==> src/design/quadrotor_rate_mixer_slew_top_macros.svh <==
// Assertion helpers shared by the design files.
`ifndef QUADROTOR_RATE_MIXER_SLEW_TOP_MACROS_SVH
`define QUADROTOR_RATE_MIXER_SLEW_TOP_MACROS_SVH

`define QRMS_ASSERT(label, cond, msg) \
	label: assert property (@(posedge clk) disable iff (!arst_n) (cond)) else $error(msg);

`define QRMS_ASSERT_IMP(label, pre, post, msg) \
	label: assert property (@(posedge clk) disable iff (!arst_n) (pre) |=> (post)) \
		else $error(msg);

`endif

==> src/design/qrms_pkg.sv <==
`timescale 1ns / 1ps
`default_nettype none
package qrms_pkg;
	localparam int SpeedW = 10;
	localparam int NumMotors = 4;
	localparam int AddrW = 5;

	localparam logic [19:0] GainPitchRst = 20'd60000;
	localparam logic [19:0] GainRollRst = 20'd60000;
	localparam logic [19:0] GainYawRst = 20'd240000;
	localparam logic [15:0] LiftScaleRst = 16'd4500;
	localparam logic [9:0] MinSpeedRst = 10'd0;
	localparam logic [9:0] MaxSpeedRst = 10'd1023;
	localparam logic [9:0] SlewStepRst = 10'd16;

	localparam logic [2:0] RegGainPitch = 3'd0;
	localparam logic [2:0] RegGainRoll = 3'd1;
	localparam logic [2:0] RegGainYaw = 3'd2;
	localparam logic [2:0] RegLiftScale = 3'd3;
	localparam logic [2:0] RegMinSpeed = 3'd4;
	localparam logic [2:0] RegMaxSpeed = 3'd5;
	localparam logic [2:0] RegSlewStep = 3'd6;

	typedef struct packed {
		logic [15:0] lift;
		logic signed [15:0] pitch_target;
		logic signed [15:0] roll_target;
		logic signed [15:0] yaw_rate_target;
		logic signed [15:0] rate_p;
		logic signed [15:0] rate_q;
		logic signed [15:0] rate_r;
		logic signed [15:0] accel_x;
		logic signed [15:0] accel_y;
	} in_item_t;

	typedef struct packed {
		logic [9:0] motor_front;
		logic [9:0] motor_right;
		logic [9:0] motor_back;
		logic [9:0] motor_left;
	} out_item_t;

	typedef struct packed {
		logic start;
		logic [39:0] radicand;
	} sqrt_req_t;

	typedef struct packed {
		logic busy;
		logic done;
		logic [19:0] root;
	} sqrt_rsp_t;
endpackage
`default_nettype wire

==> src/design/qrms_sqrt.sv <==
`timescale 1ns / 1ps
`default_nettype none
module qrms_sqrt
	import qrms_pkg::*;
(
	input wire logic clk,
	input wire logic arst_n,
	input wire sqrt_req_t req,
	output sqrt_rsp_t rsp
);
	logic [39:0] rem_q;
	logic [19:0] root_q;
	logic [4:0] cnt_q;
	logic busy_q;
	logic done_q;
	logic [21:0] trial;

	always_comb begin
		trial = {root_q, 2'b01};
	end

	logic [41:0] acc_q;
	logic [41:0] acc_next;
	logic [41:0] sub;
	always_comb begin
		acc_next = {acc_q[39:0], rem_q[39:38]};
		sub = acc_next - {20'd0, trial};
	end

	always_ff @(posedge clk or negedge arst_n) begin
		if (!arst_n) begin
			busy_q <= 1'b0;
			done_q <= 1'b0;
			cnt_q <= '0;
		end else begin
			done_q <= 1'b0;
			if (req.start) begin
				busy_q <= 1'b1;
				cnt_q <= '0;
			end else if (busy_q) begin
				if (cnt_q == 5'd19) begin
					busy_q <= 1'b0;
					done_q <= 1'b1;
					cnt_q <= '0;
				end else begin
					cnt_q <= cnt_q + 5'd1;
				end
			end
		end
	end

	always_ff @(posedge clk) begin
		if (req.start) begin
			rem_q <= req.radicand;
			root_q <= '0;
			acc_q <= '0;
		end else if (busy_q) begin
			rem_q <= {rem_q[37:0], 2'b00};
			if (!sub[41]) begin
				acc_q <= sub;
				root_q <= {root_q[18:0], 1'b1};
			end else begin
				acc_q <= acc_next;
				root_q <= {root_q[18:0], 1'b0};
			end
		end
	end

	assign rsp.busy = busy_q;
	assign rsp.done = done_q;
	assign rsp.root = root_q;

	`include "quadrotor_rate_mixer_slew_top_macros.svh"
	`QRMS_ASSERT_IMP(a_done_after_busy, done_q, !busy_q, "Root reported while still busy.")
	`QRMS_ASSERT(a_no_restart, !(req.start && busy_q), "Root restarted while busy.")
	`QRMS_ASSERT(a_cnt_range, cnt_q <= 5'd19, "Root step count out of range.")
endmodule
`default_nettype wire

==> src/design/quadrotor_rate_mixer_slew_top.sv <==
// Channel | Signals                           | Direction
// in      | in_valid, in_ready, in_data       | request into block
// out     | out_valid, out_ready, out_data    | result from block
// cfg     | psel, penable, pwrite, paddr ...  | register access
// A request with nonzero lift sets out_valid after five passes of one shared
// multiplier, then per motor a 20-step root, or no root when the demand is at or
// below min_speed. A zero-lift request only steps each motor speed down by slew_step,
// not below zero. in_ready is low from acceptance until the result is loaded into the
// output register; out_ready stalls hold the result there.
// Reset clears the motor speeds and the registers to their defaults.
`timescale 1ns / 1ps
`default_nettype none
module quadrotor_rate_mixer_slew_top
	import qrms_pkg::*;
(
	input wire logic clk,
	input wire logic arst_n,
	input wire logic in_valid,
	output logic in_ready,
	input wire in_item_t in_data,
	output logic out_valid,
	input wire logic out_ready,
	output out_item_t out_data,
	input wire logic psel,
	input wire logic penable,
	input wire logic pwrite,
	input wire logic [AddrW-1:0] paddr,
	input wire logic [31:0] pwdata,
	output logic [31:0] prdata,
	output logic pready
);
	localparam logic [3:0] StIdle = 4'd0, StErr = 4'd1, StMul = 4'd2, StMix = 4'd3,
		StSqStart = 4'd4, StSqWait = 4'd5, StSlew = 4'd6, StOut = 4'd7, StZero = 4'd8;
	localparam int MW = $clog2(NumMotors);

	logic [19:0] gain_pitch_q, gain_roll_q, gain_yaw_q;
	logic [15:0] lift_scale_q;
	logic [9:0] min_speed_q, max_speed_q, slew_step_q;
	logic [9:0] speed_q [NumMotors];
	logic [3:0] state_q;
	logic [2:0] mstep_q;
	logic [MW-1:0] midx_q;
	in_item_t item_q;
	logic signed [17:0] ep_q, er_q, ey_q;
	logic signed [63:0] mp_q, mr_q, my_q, l_q;
	logic signed [63:0] prod_q;
	logic signed [32:0] ma_q, mb_q;
	logic signed [63:0] dem_q;
	logic dem_low;
	logic [9:0] tgt_q;
	logic out_valid_q;
	out_item_t out_q;
	sqrt_req_t sq_req;
	sqrt_rsp_t sq_rsp;

	assign pready = 1'b1;
	wire cfg_wr = psel & penable & pwrite;
	wire [2:0] ridx = paddr[4:2];

	always_ff @(posedge clk or negedge arst_n) begin
		if (!arst_n) begin
			gain_pitch_q <= GainPitchRst;
			gain_roll_q <= GainRollRst;
			gain_yaw_q <= GainYawRst;
			lift_scale_q <= LiftScaleRst;
			min_speed_q <= MinSpeedRst;
			max_speed_q <= MaxSpeedRst;
			slew_step_q <= SlewStepRst;
		end else if (cfg_wr) begin
			case (ridx)
				RegGainPitch: gain_pitch_q <= pwdata[19:0];
				RegGainRoll: gain_roll_q <= pwdata[19:0];
				RegGainYaw: gain_yaw_q <= pwdata[19:0];
				RegLiftScale: lift_scale_q <= pwdata[15:0];
				RegMinSpeed: min_speed_q <= pwdata[9:0];
				RegMaxSpeed: max_speed_q <= pwdata[9:0];
				RegSlewStep: slew_step_q <= pwdata[9:0];
				default: ;
			endcase
		end
	end

	always_comb begin
		case (ridx)
			RegGainPitch: prdata = {12'd0, gain_pitch_q};
			RegGainRoll: prdata = {12'd0, gain_roll_q};
			RegGainYaw: prdata = {12'd0, gain_yaw_q};
			RegLiftScale: prdata = {16'd0, lift_scale_q};
			RegMinSpeed: prdata = {22'd0, min_speed_q};
			RegMaxSpeed: prdata = {22'd0, max_speed_q};
			RegSlewStep: prdata = {22'd0, slew_step_q};
			default: prdata = '0;
		endcase
	end

	// The magnitude is divided by a reciprocal multiply and the sign put back.
	function automatic logic signed [16:0] div10(logic signed [15:0] x);
		logic [15:0] mag;
		logic [31:0] prod;
		mag = x[15] ? 16'(-x) : 16'(x);
		prod = 32'(mag) * 32'd52429;
		return x[15] ? -17'(prod[31:19]) : 17'(prod[31:19]);
	endfunction

	function automatic logic signed [16:0] div7(logic signed [15:0] x);
		logic [15:0] mag;
		logic [31:0] prod;
		mag = x[15] ? 16'(-x) : 16'(x);
		prod = 32'(mag) * 32'd37450;
		return x[15] ? -17'(prod[31:18]) : 17'(prod[31:18]);
	endfunction

	// Truncating constant divisions of 16-bit values.
	logic signed [16:0] pt10, ax7, ay8;
	always_comb begin
		pt10 = div10(item_q.pitch_target);
		ax7 = div7(item_q.accel_x);
		ay8 = 17'(item_q.accel_y / 16'sd8);
	end
	logic signed [16:0] rt10;
	assign rt10 = div10(item_q.roll_target);

	always_comb begin
		case (mstep_q)
			3'd0: begin
				ma_q = 33'(signed'({1'b0, gain_pitch_q}));
				mb_q = 33'(ep_q);
			end
			3'd1: begin
				ma_q = 33'(signed'({1'b0, gain_roll_q}));
				mb_q = 33'(er_q);
			end
			3'd2: begin
				ma_q = 33'(signed'({1'b0, gain_yaw_q}));
				mb_q = 33'(ey_q);
			end
			default: begin
				ma_q = 33'(signed'({1'b0, lift_scale_q}));
				mb_q = 33'(signed'({1'b0, item_q.lift}));
			end
		endcase
	end

	logic signed [63:0] mix_sum;
	always_comb begin
		case (midx_q)
			2'd0: mix_sum = l_q - 2 * mp_q + my_q;
			2'd1: mix_sum = l_q + 2 * mr_q - my_q;
			2'd2: mix_sum = l_q + 2 * mp_q + my_q;
			default: mix_sum = l_q - 2 * mr_q - my_q;
		endcase
	end

	assign dem_low = (dem_q <= 64'(signed'({1'b0, min_speed_q})));

	logic signed [11:0] cur, tg, st;
	always_comb begin
		cur = 12'(signed'({1'b0, speed_q[midx_q]}));
		tg = 12'(signed'({1'b0, tgt_q}));
		st = 12'(signed'({1'b0, slew_step_q}));
	end

	logic [9:0] floor_root;
	always_comb begin
		floor_root = (sq_rsp.root > 20'(max_speed_q)) ? max_speed_q : sq_rsp.root[9:0];
	end

	always_ff @(posedge clk or negedge arst_n) begin
		if (!arst_n) begin
			state_q <= StIdle;
			out_valid_q <= 1'b0;
			mstep_q <= '0;
			midx_q <= '0;
			for (int i = 0; i < NumMotors; i++) speed_q[i] <= '0;
		end else begin
			if (state_q == StOut && (!out_valid_q || out_ready)) out_valid_q <= 1'b1;
			else if (out_valid_q && out_ready) out_valid_q <= 1'b0;
			case (state_q)
				StIdle: if (in_valid && in_ready) begin
					state_q <= (in_data.lift == 16'd0) ? StZero : StErr;
				end
				StErr: begin
					mstep_q <= '0;
					state_q <= StMul;
				end
				StMul: begin
					mstep_q <= mstep_q + 3'd1;
					if (mstep_q == 3'd4) begin
						midx_q <= '0;
						state_q <= StMix;
					end
				end
				StMix: state_q <= StSqStart;
				StSqStart: begin
					if (dem_low) begin
						state_q <= StSlew;
					end else begin
						state_q <= StSqWait;
					end
				end
				StSqWait: if (sq_rsp.done) state_q <= StSlew;
				StSlew: begin
					if (tg - cur > st) speed_q[midx_q] <= 10'(cur + st);
					else if (cur - tg > st) speed_q[midx_q] <= 10'(cur - st);
					else speed_q[midx_q] <= tgt_q;
					midx_q <= midx_q + 1'b1;
					state_q <= (midx_q == MW'(NumMotors - 1)) ? StOut : StMix;
				end
				StZero: begin
					for (int i = 0; i < NumMotors; i++)
						speed_q[i] <= (speed_q[i] < slew_step_q) ? 10'd0 :
							speed_q[i] - slew_step_q;
					state_q <= StOut;
				end
				StOut: if (!out_valid_q || out_ready) begin
					state_q <= StIdle;
				end
				default: state_q <= StIdle;
			endcase
		end
	end

	always_ff @(posedge clk) begin
		if (state_q == StIdle && in_valid && in_ready) item_q <= in_data;
		if (state_q == StErr) begin
			ep_q <= 18'(pt10) - 18'(item_q.rate_q) + 18'(ax7);
			er_q <= 18'(rt10) - 18'(item_q.rate_p) - 18'(ay8);
			ey_q <= 18'(item_q.yaw_rate_target) - 18'(item_q.rate_r);
		end
		if (state_q == StMul) begin
			prod_q <= 64'(ma_q * mb_q);
			case (mstep_q)
				3'd1: mp_q <= prod_q;
				3'd2: mr_q <= prod_q;
				3'd3: my_q <= prod_q;
				3'd4: l_q <= prod_q;
				default: ;
			endcase
		end
		if (state_q == StMix) dem_q <= mix_sum / 64'sd4;
		if (state_q == StSqStart && dem_low)
			tgt_q <= (min_speed_q > max_speed_q) ? max_speed_q : min_speed_q;
		if (state_q == StSqWait && sq_rsp.done) tgt_q <= floor_root;
		if (state_q == StOut && (!out_valid_q || out_ready)) begin
			out_q.motor_front <= speed_q[0];
			out_q.motor_right <= speed_q[1];
			out_q.motor_back <= speed_q[2];
			out_q.motor_left <= speed_q[3];
		end
	end

	assign sq_req.start = (state_q == StSqStart) && !dem_low;
	assign sq_req.radicand = dem_q[39:0];

	qrms_sqrt u_sqrt (
		.clk(clk),
		.arst_n(arst_n),
		.req(sq_req),
		.rsp(sq_rsp)
	);

	assign in_ready = (state_q == StIdle);
	assign out_valid = out_valid_q;
	assign out_data = out_q;

	`include "quadrotor_rate_mixer_slew_top_macros.svh"
	`QRMS_ASSERT_IMP(a_accept_leaves_idle, in_valid && in_ready, state_q != StIdle,
		"Request accepted but sequencer stayed idle.")
	`QRMS_ASSERT_IMP(a_out_hold, out_valid_q && !out_ready, out_valid_q,
		"Result dropped while stalled.")
	`QRMS_ASSERT(a_wait_busy, !(state_q == StSqWait && !sq_rsp.busy && !sq_rsp.done),
		"Root wait without a running root.")
endmodule
`default_nettype wire

==> config.mk <==
export PLATFORM = sky130hd
export DESIGN_NAME = quadrotor_rate_mixer_slew_top
export DESIGN_NICKNAME = d
export VERILOG_FILES = /design/src/design/qrms_pkg.sv /design/src/design/qrms_sqrt.sv /design/src/design/quadrotor_rate_mixer_slew_top.sv
export VERILOG_INCLUDE_DIRS = /design/src /design/src/design
export SDC_FILE = /design/constraint.sdc
export NUM_CORES = 2
export LEC_CHECK = 0
export ABC_AREA = 1
export BUFFER_PORTS_ARGS = -buffer_cell sky130_fd_sc_hd__buf_2
export CORE_ASPECT_RATIO = 1.75
export CORE_MARGIN = 3
export CORE_UTILIZATION = 50
export DETAILED_ROUTE_END_ITERATION = 8
export HOLD_SLACK_MARGIN = 0.03
export PLACE_DENSITY = 0.71
export SLEW_MARGIN = 10
export SYNTH_ARGS = -nofsm -noshare
export SYNTH_HDL_FRONTEND = slang
export SYNTH_SLANG_ARGS = --single-unit
==> constraint.sdc <==
create_clock -name clk -period 10.75 [get_ports clk]
set_input_delay 0.5375 -clock clk [delete_from_list [all_inputs] [get_ports clk]]
set_output_delay 0.5375 -clock clk [all_outputs]
set_load 0.005 [all_outputs]
======== Word-level counts from Yosys, hierarchy flattened ========
Index checks and enable logic that the tools add are counted.
cells by class
  add/subtract/negate cells ............... 33
  multipliers ............................. 4
  magnitude comparators ................... 11
  equality and inequality tests ........... 26
  multiplexer cells ....................... 55
  bitwise logic cells ..................... 5
  reduce and logical (&&, ||, !) cells .... 37
operator list
  cell                      count
  $add A64 B64 Y64          4
  $sub A64 B64 Y64          4
  $mux W40                  5
  $pmux W64 S3              1
  $pmux W20 S7              1
  $bwmux W40                3
  $mux W10                  11
  $pmux W33 S3              1
  $pmux W40 S2              1
  $add A64 B1 Y64           1
  $le A64 B11 Y1            1
  $mul A16 B16 Y32 const B  2
  $pmux W20 S3              1
  $mul A21 B33 Y54          1
  $mux W17                  3
  $sub A10 B10 Y10          5
  $mux W16                  3
  $neg A16 Y16              3
  $sub A42 B22 Y42          1
  $lt A10 B10 Y1            4
  $pmux W4 S9               1
  $sub A17 B16 Y18          2
  $neg A13 Y17              2
  $mul A16 B15 Y31 const B  1
  other kinds (50)          109
word-level totals
  register bits after elaboration ......... 893
  input port bits ......................... 188
  output and inout bits ................... 75
  logic and storage cells ................. 215

======== Depth between registers and ports, before layout ========
  depth in word-level cells ............... 9
  depth in mapped cells ................... 50
  depth with buffers taken out ............ 50

======== Modules after synthesis ========
Synthesis repeated with hierarchy kept, for this count alone.
unflattened totals
  cells, all modules ...................... 13461
  area, all modules ....................... 100152.3 µm²
by module, submodules not included
  module                         times used  cells an instance  area an instance (µm²)  seq. area each (µm²)
  quadrotor_rate_mixer_slew_top  1           12394              93300.7                 21396.8
  qrms_sqrt                      1           1067               6851.6                  2577.5

======== Worst setup path after synthesis ========
Ideal clock, no wire load.
  kind .................................... register -> register
  start ................................... reg item_q[112] (netlist bit)
  end ..................................... reg ep_q[16], data pin
  setup time .............................. 0.260 ns
  arrival time ............................ 8.825 ns
  data required time ...................... 10.490 ns
  path slack .............................. 1.665 ns
  stages on the path, launching flop included .. 39
  buffers on the path ..................... 0
  clock period less this slack ............ 9.085 ns
  cell sequence ........................... edfxtp_1 nor3_1 nand4_1 nor3_1 nand2_1 nor4_1 ha_1 ha_1 inv_1 fa_1 inv_1 fa_1 fa_1 inv_1 fa_1 inv_1 ha_1 a21oi_1 (+3 left out) xnor2_1 ha_1 nand2_1 o21ai_0 fa_1 inv_1 fa_1 o21ai_0 a21oi_1 o21bai_1 a21boi_0 o21ai_0 a21boi_0 o21ai_0 a21oi_1 nor2_1 nor2_1 xor2_1
on the way
  longest elaborated chain between the ends .. 7
RTL lines
  item                    line                                  source
  start, declared         quadrotor_rate_mixer_slew_top.sv:43   in_item_t item_q;
  start signal, assigned  quadrotor_rate_mixer_slew_top.sv:224  if (state_q == StIdle && in_valid && in_ready) item_q <= in_data;
  $neg A16 Y16            quadrotor_rate_mixer_slew_top.sv:100  mag = x[15] ? 16'(-x) : 16'(x);
  $mux W16 *              quadrotor_rate_mixer_slew_top.sv:100
  $mul A16 B16 Y32 *      quadrotor_rate_mixer_slew_top.sv:101  prod = 32'(mag) * 32'd52429;
  $neg A13 Y17            quadrotor_rate_mixer_slew_top.sv:102  return x[15] ? -17'(prod[31:19]) : 17'(prod[31:19]);
  $mux W17 *              quadrotor_rate_mixer_slew_top.sv:102
  $sub A17 B16 Y18 *      quadrotor_rate_mixer_slew_top.sv:226  ep_q <= 18'(pt10) - 18'(item_q.rate_q) + 18'(ax7);
  $add A18 B17 Y18 *      quadrotor_rate_mixer_slew_top.sv:226
  end signal, assigned    quadrotor_rate_mixer_slew_top.sv:226
  end, declared           quadrotor_rate_mixer_slew_top.sv:44   logic signed [17:0] ep_q, er_q, ey_q;
Every way passes the cells marked *; elsewhere a longest branch is shown, timed or not.
A chain may end at the register's enable or synchronous reset.

======== Worst setup path in the final report ========
  start ................................... reg mstep_q[0]
  end ..................................... reg prod_q[62], data pin
on the way
  longest elaborated chain between the ends .. 3
  elaborated cells between the ends (all ways) .. 6
  classes of those cells .................. mul: 1; eq/ne: 2; mux: 2; reduce/logical: 1
RTL lines
  item                                                 line                                  source
  start, declared                                      quadrotor_rate_mixer_slew_top.sv:41   logic [2:0] mstep_q;
  start signal, assigned                               quadrotor_rate_mixer_slew_top.sv:187  mstep_q <= mstep_q + 3'd1;
  $eq A3 B2 Y1 (tied with other cells)                 quadrotor_rate_mixer_slew_top.sv:124  case (mstep_q)
  $pmux W20 S3 / $pmux W33 S3 (equally long branches)  quadrotor_rate_mixer_slew_top.sv:124
  $mul A21 B33 Y54 *                                   quadrotor_rate_mixer_slew_top.sv:231  prod_q <= 64'(ma_q * mb_q);
  end signal, assigned                                 quadrotor_rate_mixer_slew_top.sv:231
  end, declared                                        quadrotor_rate_mixer_slew_top.sv:46   logic signed [63:0] prod_q;
Marks and branches as above.

==> results.md <==
- Before antenna repair, the detailed router went through 8 iterations.
- After clock tree synthesis, the clock-pin slew on the worst setup and hold paths is 0.06 ns.
- The later pin in the worst-skew pair is clocked with a latency of 0.75 ns.
- For this configuration, the core starts out at a cell density of roughly half.
- Synthesis produced a netlist whose cell count is between 10,000 and 15,000.
- The complex-gate fraction of the synthesized area is 9.036%.
- In the routed design, unresolved DRC markers number 0.
- The most repeated library cell on the critical path is sky130_fd_sc_hd__inv_1.
- The tool flagged a number of max-cap violations equal to 0.
- In this design, the stage delay of the slowest critical-path cell is 0.70 ns.
- Of the cells placed in the final design, the portion with a size suffix greater than 1 is under 10%.
- In this run the clock root is driven by a sky130_fd_sc_hd__clkbuf_16.
- Summing the areas of all and, or, nand and nor instances in the mapped netlist gives between 20% and 30% of the synthesized area.
- The fraction of post-synthesis cell area in the top cell type by area is a little under a fifth.
- Ranked by total cell area, the synthesized netlist is headed by sky130_fd_sc_hd__edfxtp_1 (19%), sky130_fd_sc_hd__fa_1 (17%), sky130_fd_sc_hd__inv_1 (12%), sky130_fd_sc_hd__ha_1 (12%), sky130_fd_sc_hd__nand2_1 (12%).
- At the pin with the least slew margin, the transition time is around 1.2 ns.
- Based on the critical path, the design can be clocked at up to approximately 98 MHz.
- Setup repair after global routing left no endpoint under its margin.
- Port buffering added 235 buffers.
- The critical path endpoint category is a flop.
- The post-detailed-routing wire length is about 390,000 µm.
- The detailed router placed 90,070 vias in this run.
- Of the available clock period, the critical path in the final layout requires 94.61%.
- The tree built by TritonCTS fans out to 844 sinks.
- The floorplan has about 220 rows.
- Adding up every negative setup slack in the final design gives 0 ns.
- Detailed placement finished with a half-perimeter wire length of 327,800 µm.
- The number of placed instances, taps included, is about 16,000.
- In the synthesized netlist, the cells that appear most often are sky130_fd_sc_hd__inv_1 (3,112), sky130_fd_sc_hd__nand2_1 (3,106), sky130_fd_sc_hd__nor2_1 (1,109), sky130_fd_sc_hd__ha_1 (933), sky130_fd_sc_hd__fa_1 (857).
- Yosys mapped a number of flops with a built-in enable equal to roughly 620.
- The most common cell in the synthesized netlist is sky130_fd_sc_hd__inv_1.
- The synthesized netlist devotes 29.01% of its cell area to adder and majority cells.
- The area of the core is between 150,000 and 200,000 µm².
- The worst hold slack after final layout is around 0.073 ns.
- The buffers inserted during post-CTS setup optimization is 0.
- The share of the synthesized netlist area taken by xor and xnor gates is roughly 2.8%.
- The largest fanout of any net on the critical path is 30.
- TritonCTS built the clock tree.
- The final-layout fill cell count is 19,420.
- The class of the tightest hold or removal check is in2reg.
- Excluding fillers, the count of instances in the completed layout stands at 16,330.
- The setup path with the least slack is of type reg2reg.
- The initial antenna violation count is 25.
- Of the synthesized area, sequential elements account for 24.12%.
- The kind of cell adding the most delay to the critical path is adder cells.
- The post-place setup slack is roughly 0.58 ns.
- On the final layout, the worst clock skew is 0.05345 ns.
- The post-route antenna net violation count is 0.
- Setup violations remaining at the end of the flow were counted as 0.
- The count of pins over their slew limit came to 0.
- The prevailing post-synth register cell is sky130_fd_sc_hd__edfxtp_1.
- The post-route worst setup slack is roughly 0.58 ns.
- The overflow left after global routing is 0.
- During synthesis, Yosys emitted a total of 0 warnings.
- Using the TritonRoute via totals, the vias-per-cell ratio works out to around 5.5.
- The width of the die is 343.0 µm.
- The number of global-route vias before repair was 93,030.
- From synthesis to final layout, the design area changed by 9.392%.
- The worst setup path is launched from a flop.
- The cell taking the most area after synthesis is sky130_fd_sc_hd__edfxtp_1.
- By area, the combinational part of the netlist is dominated by adder cells.
- The first routing iteration left between 6,000 and 7,000 violations.
- After layout, the minimum clock period comes to 10.17 ns.
- Among all stages on the critical path, the largest delay is contributed by sky130_fd_sc_hd__a41oi_1.
- The count of unique library cells instantiated by Yosys is between 70 and 80.
- The mux contribution to synthesized area is 0%.
- In the final design database the tool counted around 16,000 nets.
- In this run the number of H-tree levels came out at 3.
- The congestion estimate from routability-driven global placement came to ~1.1.
- Counting the buffers created by CTS gives 86.
- The run finished with clean final reports.
- The number of hold-slack violations in the final timing report is 0.
- The total buffers and inverters traversed by the critical path is 12.
- After synthesis, the share of flip-flops with an asynchronous set or reset is between 10% and 20%.
- In the final routed layout, each cell accounts on average for roughly 24 µm.
- In this run the cell area of the synthesized design comes to between 90,000 and 100,000 µm².
- The number of I/O pins is about 260.
- The die covers approximately 200,000 µm².
- The first global-routing pass estimated 563,200 µm of wire.
- The total routing resource utilization after global routing is between 30% and 40%.
- The average instance area after synthesis is about 7.5 µm².
- At the worst endpoint, the arrival time is between 10 and 15 ns.
- The endpoint required time on the critical path is ~11 ns.
- The maximum buffer depth of the clock tree is 3.
- The height of the chip is 595.8 µm.
- Entering global routing, the biggest net connects 95 pins.
- In this run the tightest slew margin relative to its limit is roughly 20%.
- Counting flops and latches in the post-synthesis netlist gives approximately 840.
-- flip-flops by register name, summed over array words and instances (netlist names), 16 cells and up --
signal,flops
dem_q,64
ep_q,18
er_q,18
ey_q,17
gain_pitch_q,20
gain_roll_q,20
gain_yaw_q,20
item_q,144
l_q,54
lift_scale_q,16
mp_q,54
mr_q,54
my_q,54
out_data,40
prod_q,54
speed_q,40
u_sqrt.acc_q,40
u_sqrt.rem_q,40
u_sqrt.root_q,20
-- metal layers --
layer | global-route usage [%] | vias up | routed length, µm
met5 | 0 | - | 23
met4 | 35.33 | 4 | 45710
met3 | 5.789 | 1519 | 20160
met2 | 69.45 | 3414 | 201100
met1 | 34.78 | 43120 | 120500
li1 | - | 42010 | -
-- cell type report --
| class | instances | area [µm²] | share of cell area (%) |
|---|---|---|---|
| Clock inverter | 60 | 703.2 | 0.6468 |
| Antenna cell | 23 | 57.56 | 0.05294 |
| Multi-Input combinational cell | 9029 | 62930 | 57.89 |
| Sequential cell | 844 | 23970 | 22.05 |
| Inverter | 3148 | 11820 | 10.87 |
| Clock buffer | 100 | 2236 | 2.057 |
| Timing Repair Buffer | 525 | 3734 | 3.434 |
| Tap cell | 2604 | 3258 | 2.997 |
-- worst reg2reg max path, delay by kind of cell (launching register included) --
family,cells,cell delay [ns]
DFF,1,0.41
AOI/OAI and AO/OA,9,2.17
adders and majority gates,9,4.18
and+or+nand+nor,5,1.52
buffers and inverters,12,1.68
-- path summary, 6_finish.rpt --
path | slack (ns) | end | startpoint | depth (start not counted)
max | 0.58 | prod_q[62]$_DFFE_PP_ | mstep_q[0]$_DFFE_PN0P_ | 35
min | 0.07 | max_speed_q[4]$_DFFE_PN1P_ | pwdata[4] | 3
max reg2reg | 0.58 | prod_q[62]$_DFFE_PP_ | mstep_q[0]$_DFFE_PN0P_ | 35
min reg2reg | 0.48 | gain_yaw_q[14]$_DFFE_PN0P_ | gain_yaw_q[14]$_DFFE_PN0P_ | 2
max in group asynchronous | 8.48 | gain_roll_q[16]$_DFFE_PN0P_ | arst_n | 4
min in group asynchronous | 0.32 | u_sqrt.cnt_q[1]$_DFFE_PN0P_ | arst_n | 2
-- kinds of logic (layout without fill, tap and decap cells) --
logic type | Yosys count | after routing
AOI/OAI and AO/OA | 1593 | 1593
xor gates and xnor gates | 318 | 318
adders and majority gates | 1790 | 1790
buffers and inverters | 3344 | 3833
DFF | 844 | 844
other | 2 | 36
and+or+nand+nor | 5315 | 5315
-- metrics by stage --
| step | instance area [µm²] | utilization [%] |
|---|---|---|
| 3_3_place_gp | 104200 | 52.92 |
| 2_1_floorplan | 99420 | - |
| 4_1_cts | 108600 | 55.16 |
| 3_5_place_dp | 104200 | 52.92 |
| 5_1_grt | 108700 | 55.19 |
| 6_report | 108700 | 55.21 |
-- layout by cell type (no fill, tap or decap), types with 141 or more instances in the layout --
cell	count
sky130_fd_sc_hd__a21oi_1	638
sky130_fd_sc_hd__buf_2	234
sky130_fd_sc_hd__buf_4	141
sky130_fd_sc_hd__dlygate4sd3_1	148
sky130_fd_sc_hd__edfxtp_1	621
sky130_fd_sc_hd__fa_1	857
sky130_fd_sc_hd__ha_1	929
sky130_fd_sc_hd__inv_1	3109
sky130_fd_sc_hd__nand2_1	3105
sky130_fd_sc_hd__nand3_1	577
sky130_fd_sc_hd__nand4_1	162
sky130_fd_sc_hd__nor2_1	1101
sky130_fd_sc_hd__o21ai_0	513
sky130_fd_sc_hd__xor2_1	236
-- repair_timing --
item,in CTS,in global routing
hold buffers,148,0
resized for setup,0,5
setup endpoints to repair,0,3
hold endpoints to repair,201,0
Power is left out: the tool's default activity adds up to more than one toggle a clock period on the data nets, which glitch-free logic cannot reach.
